--- config.mk ---
export PLATFORM = sky130hd
export DESIGN_NAME = crsg_job_fifo
export DESIGN_NICKNAME = d
export VERILOG_FILES = /design/src/sv/crsg_pkg.sv /design/src/sv/crsg_job_fifo.sv
export SDC_FILE = /design/constraint.sdc
export NUM_CORES = 1
export LEC_CHECK = 0
export ABC_CLOCK_PERIOD_IN_PS = 26000
export BUFFER_PORTS_ARGS = -buffer_cell sky130_fd_sc_hd__buf_2
export CAP_MARGIN = 25
export CORE_MARGIN = 3
export CORE_UTILIZATION = 36
export DETAILED_ROUTE_END_ITERATION = 7
export PLACE_DENSITY = 0.53
export SKIP_LAST_GASP = 1
export SYNTH_ARGS = -nofsm -noshare
export SYNTH_HDL_FRONTEND = slang
export SYNTH_SLANG_ARGS = --single-unit
export TNS_END_PERCENT = 20
--- constraint.sdc ---
create_clock -name clk -period 26 [get_ports clk]
set_clock_uncertainty 0.1 [all_clocks]
set_input_delay 6.5 -clock clk [delete_from_list [all_inputs] [get_ports clk]]
set_output_delay 6.5 -clock clk [all_outputs]
set_load 0.03 [all_outputs]
--- src/sv/crsg_pkg.sv ---
package crsg_pkg;

  localparam int COORD_W   = 32;
  localparam int SPS_W     = 5;
  localparam int SPS_RESET = 10;
  localparam int MAX_SPS   = 31;
  localparam int COEF_W    = 36;
  localparam int TERM_W    = 53;
  localparam int NUM_W     = 56;
  localparam int MAG_W     = 55;
  localparam int DEN_W     = 16;
  localparam int REM_W     = 17;
  localparam int CNT_W     = 6;
  localparam int JOB_DEPTH = 4;

  typedef struct packed {
    logic signed [COORD_W-1:0] point_x;
    logic signed [COORD_W-1:0] point_y;
    logic                      final_point;
  } in_item_t;

  typedef struct packed {
    logic signed [COORD_W-1:0] sample_x;
    logic signed [COORD_W-1:0] sample_y;
    logic                      final_sample;
  } out_item_t;

  typedef enum logic {JOB_SEG, JOB_CLOSE} job_kind_t;

  // px[0] is p0; a closing job carries its point in px[0]/py[0]
  typedef struct packed {
    job_kind_t                 kind;
    logic [3:0][COORD_W-1:0]   px;
    logic [3:0][COORD_W-1:0]   py;
  } job_t;

  typedef enum logic [1:0] {FR_IDLE, FR_SEG_A, FR_SEG_B, FR_CLOSE} front_state_t;
  typedef enum logic [1:0] {BK_IDLE, BK_POLY, BK_DIV, BK_OUT} back_state_t;

  typedef struct packed {
    logic signed [COEF_W-1:0] a;
    logic signed [COEF_W-1:0] b;
    logic signed [COEF_W-1:0] c;
    logic signed [COEF_W-1:0] d;
  } coef_t;

  function automatic logic signed [COEF_W-1:0] ext(input logic [COORD_W-1:0] p);
    return $signed({{(COEF_W-COORD_W){p[COORD_W-1]}}, p});
  endfunction

  // a = 2p0-5p1+4p2-p3, b = -p0+3p1-3p2+p3, c = p2-p0, d = 2p1
  function automatic coef_t coefs(input logic [3:0][COORD_W-1:0] p);
    coef_t r;
    logic signed [COEF_W-1:0] p0, p1, p2, p3;
    p0 = ext(p[0]);
    p1 = ext(p[1]);
    p2 = ext(p[2]);
    p3 = ext(p[3]);
    r.a = (p0 <<< 1) - (p1 <<< 2) - p1 + (p2 <<< 2) - p3;
    r.b = p3 - p0 + (p1 <<< 1) + p1 - (p2 <<< 1) - p2;
    r.c = p2 - p0;
    r.d = p1 <<< 1;
    return r;
  endfunction

  function automatic logic [COORD_W-1:0] sat(input logic [MAG_W-1:0] mag, input logic neg);
    logic [COORD_W-1:0] r;
    if (!neg) begin
      if (|mag[MAG_W-1:COORD_W-1]) r = {1'b0, {(COORD_W-1){1'b1}}};
      else r = mag[COORD_W-1:0];
    end else begin
      if (|mag[MAG_W-1:COORD_W] || (mag[COORD_W-1] && |mag[COORD_W-2:0]))
        r = {1'b1, {(COORD_W-1){1'b0}}};
      else r = -mag[COORD_W-1:0];
    end
    return r;
  endfunction

endpackage

--- src/sv/crsg_job_fifo.sv ---
module crsg_job_fifo #(
  parameter int DEPTH = crsg_pkg::JOB_DEPTH
) (
  input  logic           clk,
  input  logic           rst_n,
  input  logic           push,
  input  crsg_pkg::job_t push_data,
  output logic           full,
  input  logic           pop,
  output crsg_pkg::job_t pop_data,
  output logic           empty
);

  localparam int AW = (DEPTH > 1) ? $clog2(DEPTH) : 1;

  crsg_pkg::job_t mem [DEPTH];
  logic [AW-1:0] wr_r, rd_r;
  logic [AW:0]   cnt_r;

  assign full     = (cnt_r == (AW+1)'(DEPTH));
  assign empty    = (cnt_r == '0);
  assign pop_data = mem[rd_r];

  always_ff @(posedge clk) begin
    if (push && !full) mem[wr_r] <= push_data;
  end

  always_ff @(posedge clk) begin
    if (!rst_n) begin
      wr_r  <= '0;
      rd_r  <= '0;
      cnt_r <= '0;
    end else begin
      if (push && !full) wr_r <= (wr_r == AW'(DEPTH-1)) ? '0 : wr_r + AW'(1);
      if (pop && !empty) rd_r <= (rd_r == AW'(DEPTH-1)) ? '0 : rd_r + AW'(1);
      cnt_r <= cnt_r + (AW+1)'(push && !full) - (AW+1)'(pop && !empty);
    end
  end

endmodule

### Word-level counts from Yosys, hierarchy flattened

Memories as Yosys holds them, arrays and structs flattened. A register that Yosys moved wholly into a read port is not among the register bits.
Cells that the tools add are included.

| storage, ports and cells | value |
|---|---|
| register bits after elaboration | 7 |
| memories | 1 |
| logic and storage cells | 22 |
| bits in writable memories | 1028 |

Memories:

| name | words | bits a word | rd ports | clocked after Yosys merged registers in | wr ports | line | RTL |
|---|---|---|---|---|---|---|---|
| mem | 4 | 257 | 1 | 1 | 1 | crsg_job_fifo.sv:16 | `crsg_pkg::job_t mem [DEPTH];` |

| operators by class | value |
|---|---|
| equal/unequal tests | 3 |
| add/sub/neg operators | 4 |
| multiplexer cells | 6 |
| reduce and logical (&&, ||, !) cells | 5 |

Operators by type and width:

| cell | number |
|---|---|
| 2-to-1 mux 2 bit | 4 |
| adder 2 x 1 -> 2 bit (second input constant) | 2 |
| equality test 2 bit (second input constant) | 2 |
| adder 3 x 1 -> 3 bit | 1 |
| equality test 3 bit (second input constant) | 1 |
| zero test 3 bit | 1 |
| subtractor 3 x 1 -> 3 bit | 1 |
| logical AND 1 bit | 2 |
| zero test 1 bit | 2 |
| 2-to-1 mux 1 bit | 2 |

### Longest topological paths before layout

| logic depth | value |
|---|---|
| depth in word-level cells | 5 |
| gate-level depth with buffers | 11 |
| gate-level depth less buffers | 10 |

### Worst setup path after synthesis

No wires, ideal clock.

| timing path | value |
|---|---|
| path kind | input -> register |
| start point | input push |
| end point | memory mem[0][0] (netlist bit), enable pin |
| path slack | 12.533 ns |
| stages | 3 |
| path buffers | 1 |
| setup time | 0.651 ns |
| arrival time | 12.717 ns |
| data required time | 25.249 ns |
| path through | nor2b_1 -> clkbuf_1 -> and2_1 |

| between the ends | value |
|---|---|
| word-level cells in the longest chain between the ends | 3 |

RTL lines:

| what | line | RTL |
|---|---|---|
| start: declaration | crsg_job_fifo.sv:6 | `input logic push,` |
| logical AND 1 bit | crsg_job_fifo.sv:25 | `if (push && !full) mem[wr_r] <= push_data;` |
| 2-to-1 mux 1 bit | crsg_job_fifo.sv:25 |  |
| 2-to-1 mux 1 bit (implied by the code) | crsg_job_fifo.sv:25 |  |
| end: declaration | crsg_job_fifo.sv:16 |  |

No other way between the ends.

==> results.sh <==
export IMPL_placed_cells=3263
export IMPL_routed_wl_um=80500
export IMPL_startpoint_type="flip-flop"
export IMPL_ys_async_sr_fraction=0
export IMPL_clock_tree_sinks=1037
export IMPL_worst_ep_required_time_ns=19.40
export IMPL_vdd_drop_max_uv=63.9
export IMPL_vias=16900
export IMPL_gp_congestion=0.737
export IMPL_globalRouteOverflowTotal=0
export IMPL_timing_max_slew_rel_slack=0.299
export IMPL_placementRows=118
export IMPL_nNetsFinal=2261
export IMPL_layout_worst_path_cycle_share=0.428
export IMPL_post_cts_repair_setup_buffers=0
export IMPL_post_cts_hold_buffer_count=0
export IMPL_iteration_0_drc_markers=999
export IMPL_die_w_um=330
export IMPL_yosys_cell_count_top_type="sky130_fd_sc_hd__edfxtp_1"
export IMPL_htree_levels=3
export IMPL_avgRoutedWirePerCell_um=23.1
export IMPL_die_height_um=330
export IMPL_synth_avg_cell_area_sq_um=27.1
export IMPL_grt_first_pass_wirelength_um=117000
export IMPL_grt_util_all_layers=0.145
export IMPL_finalWorstPathRequiredPeriod_ns=11.12
export IMPL_drc_errors=0
export IMPL_floorplan_die_area_sq_um=109000
export IMPL_vias_per_cell=4.84
export IMPL_setup_viol=0
export IMPL_critPathSlowestCell="sky130_fd_sc_hd__dfxtp_4"
export IMPL_mappedNetlistArea_sq_um=37800
export IMPL_worstPathCellList="buf_4 > buf_16 > buf_4 > buf_4 > mux4_2 > buf_2"
export IMPL_cts_root_buf="sky130_fd_sc_hd__clkbuf_16"
export IMPL_synth_edf_count=1028
export IMPL_post_synth_num_cell_types=22
export IMPL_clk_transition_reported_paths_ns=0.06
export IMPL_core_area_sq_um=104000
export IMPL_cts_buffers=106
export IMPL_maxSlewViolCount=0
export IMPL_tritoncts="built"
export IMPL_worst_hold_slack_ns=0.403
export IMPL_synth_yosys_seq_area_share=0.822
export IMPL_tightest_slew_ns=1.05
export IMPL_ant_nets=0
export IMPL_global_route_met2_usage=0.244
export IMPL_timing_critical_path_fanout_max=40
export IMPL_grt_most_used_layer="met2"
export IMPL_via_count_of_the_first_global_routing_pass=17900
export IMPL_place_detailed_hpwl_um=50900
export IMPL_floorplan_initialDensity=0.364
export IMPL_power_density_nw_per_um2=105
export IMPL_boundaryPins=520
export IMPL_grt_max_degree=66
export IMPL_fin_util=0.436
export IMPL_yosys_register_bits=1037
export IMPL_max_cap_violations=0
export IMPL_dominantRegCellSynth="sky130_fd_sc_hd__edfxtp_1"
export IMPL_syn_num_nets=1665
export IMPL_fill_cells=8858
export IMPL_static_leakage_power_uw=0.0149
export IMPL_global_route_usage_met1=0.176
export IMPL_antenna_found_initial=33
export IMPL_port_buffer_count=519
export IMPL_critical_path_class="flip-flop to output pin"
export IMPL_timing_final_hold_violations=0
export IMPL_rsz_0062_raised_after_global_routing="false"
export IMPL_layout_area_overhead_vs_synth_pct=19.7
export IMPL_drive_above_1_share=0.460
export IMPL_netlist_top_cell_by_area="sky130_fd_sc_hd__edfxtp_1"
export IMPL_critPathMostFrequentCell="sky130_fd_sc_hd__buf_4"
export IMPL_fmax_ghz=0.0899
export IMPL_ctsLongestPathBuffers=3
export IMPL_timing_critical_path_to_type="output pin"
export IMPL_netlist_area_leader_share=0.817
export IMPL_grt_util_met3=0.0591
export IMPL_timing_hold_worst_class="flip-flop to flip-flop"
export IMPL_detailedRoute_firstPassIterationCount=5
export IMPL_run_status="complete, no violations"
export IMPL_final_setup_tns_ns=0
export IMPL_synth_cells_most_frequent="1028 x sky130_fd_sc_hd__edfxtp_1, 257 x sky130_fd_sc_hd__mux4_2, 25 x sky130_fd_sc_hd__buf_2, 22 x sky130_fd_sc_hd__buf_12, 9 x sky130_fd_sc_hd__dfxtp_1"
export IMPL_finish_cell_count_without_fillers=3483
export IMPL_cp_arrival_ns=4.52
export IMPL_post_synth_inst_count=1396
export IMPL_clock_insertion_delay_worst_skew_ns=0.66
export IMPL_critical_path_max_stage_delay_ns=0.82
export IMPL_synthTopCellsByArea="sky130_fd_sc_hd__edfxtp_1 82%, sky130_fd_sc_hd__mux4_2 15%, sky130_fd_sc_hd__buf_12 1.2%"
export IMPL_yosys_warnings=0
export IMPL_post_cts_resize_count=0
## metrics by stage
step                cell area (sq um)  setup WS (ns)  power [uW]
floorplan                       37800          12.53        3050
global placement                41700          15.01        3330
detailed placement              41700          14.99        3340
CTS                             45100          14.59        4830
global route                    45200          14.34        4960
finish                          45200          14.88        4750
## per-layer routing
metal | routed length, um | part of all wire
met3 | 7370 | 0.092
met1 | 30600 | 0.38
met2 | 40800 | 0.51
met5 | 154 | 0.0019
met4 | 1540 | 0.019
## final timing paths
path,end,depth (start not counted),start,slack [ns]
setup / recovery,pop_data[19],6,flip-flop,14.88
hold / removal,flip-flop,2,rd_r[1],0.40
setup reg to reg,mem[3][113],6,cnt_r[2],21.31
hold reg to reg,flip-flop,2,rd_r[1],0.40
## report_power, final
group          internal (uW)  leakage, uW  switching (uW)
clock                    873      0.00168             606
combinational            416      0.00371             771
sequential              2030      0.00949            53.1
total                   3320       0.0149            1430
## cells by family after synthesis
logic type | synth area share
mux | 0.154
xor+xnor | 0.000464
compound gates | 0.000464
flops | 0.822
buf+inv | 0.0181
fa+ha+maj | 0.00285
simple gates | 0.00272
## worst max-delay path: cells and delay by family (launching register included)
kind / cells / cell delay, ns
buf+inv: 5 / 2.31
flops: 1 / 0.82
mux: 1 / 0.63
## sequential cells by signal (all words and copies together) (netlist names), named ones only
register / count
cnt_r: 3
mem: 1028
wr_r: 2
rd_r: 2
## cell usage in the layout (no fill, tap or decap), types with 3 or more instances in the layout
| cell | instances |
|---|---|
| sky130_fd_sc_hd__and2_1 | 3 |
| sky130_fd_sc_hd__and2_4 | 4 |
| sky130_fd_sc_hd__buf_2 | 519 |
| sky130_fd_sc_hd__buf_4 | 27 |
| sky130_fd_sc_hd__bufinv_16 | 12 |
| sky130_fd_sc_hd__clkbuf_1 | 21 |
| sky130_fd_sc_hd__clkbuf_16 | 107 |
| sky130_fd_sc_hd__clkinv_1 | 31 |
| sky130_fd_sc_hd__clkinv_2 | 20 |
| sky130_fd_sc_hd__dfxtp_1 | 7 |
| sky130_fd_sc_hd__diode_2 | 19 |
| sky130_fd_sc_hd__edfxtp_1 | 1028 |
| sky130_fd_sc_hd__ha_1 | 7 |
| sky130_fd_sc_hd__inv_1 | 7 |
| sky130_fd_sc_hd__inv_6 | 3 |
| sky130_fd_sc_hd__mux4_2 | 257 |
| sky130_fd_sc_hd__nand2_1 | 6 |
## layout make-up
| type | count | area (sq um) | area share |
|---|---|---|---|
| multi-input combinational | 292 | 6060 | 0.134 |
| clock buffer | 128 | 2760 | 0.0610 |
| sequential | 1037 | 31100 | 0.687 |
| timing repair buffer | 548 | 2860 | 0.0631 |
| inverter | 7 | 26.3 | 0.000581 |
| tap | 1380 | 1730 | 0.0382 |
| antenna | 19 | 47.5 | 0.00105 |
| clock inverter | 72 | 684 | 0.0151 |
(Power assumes the default switching activity.)
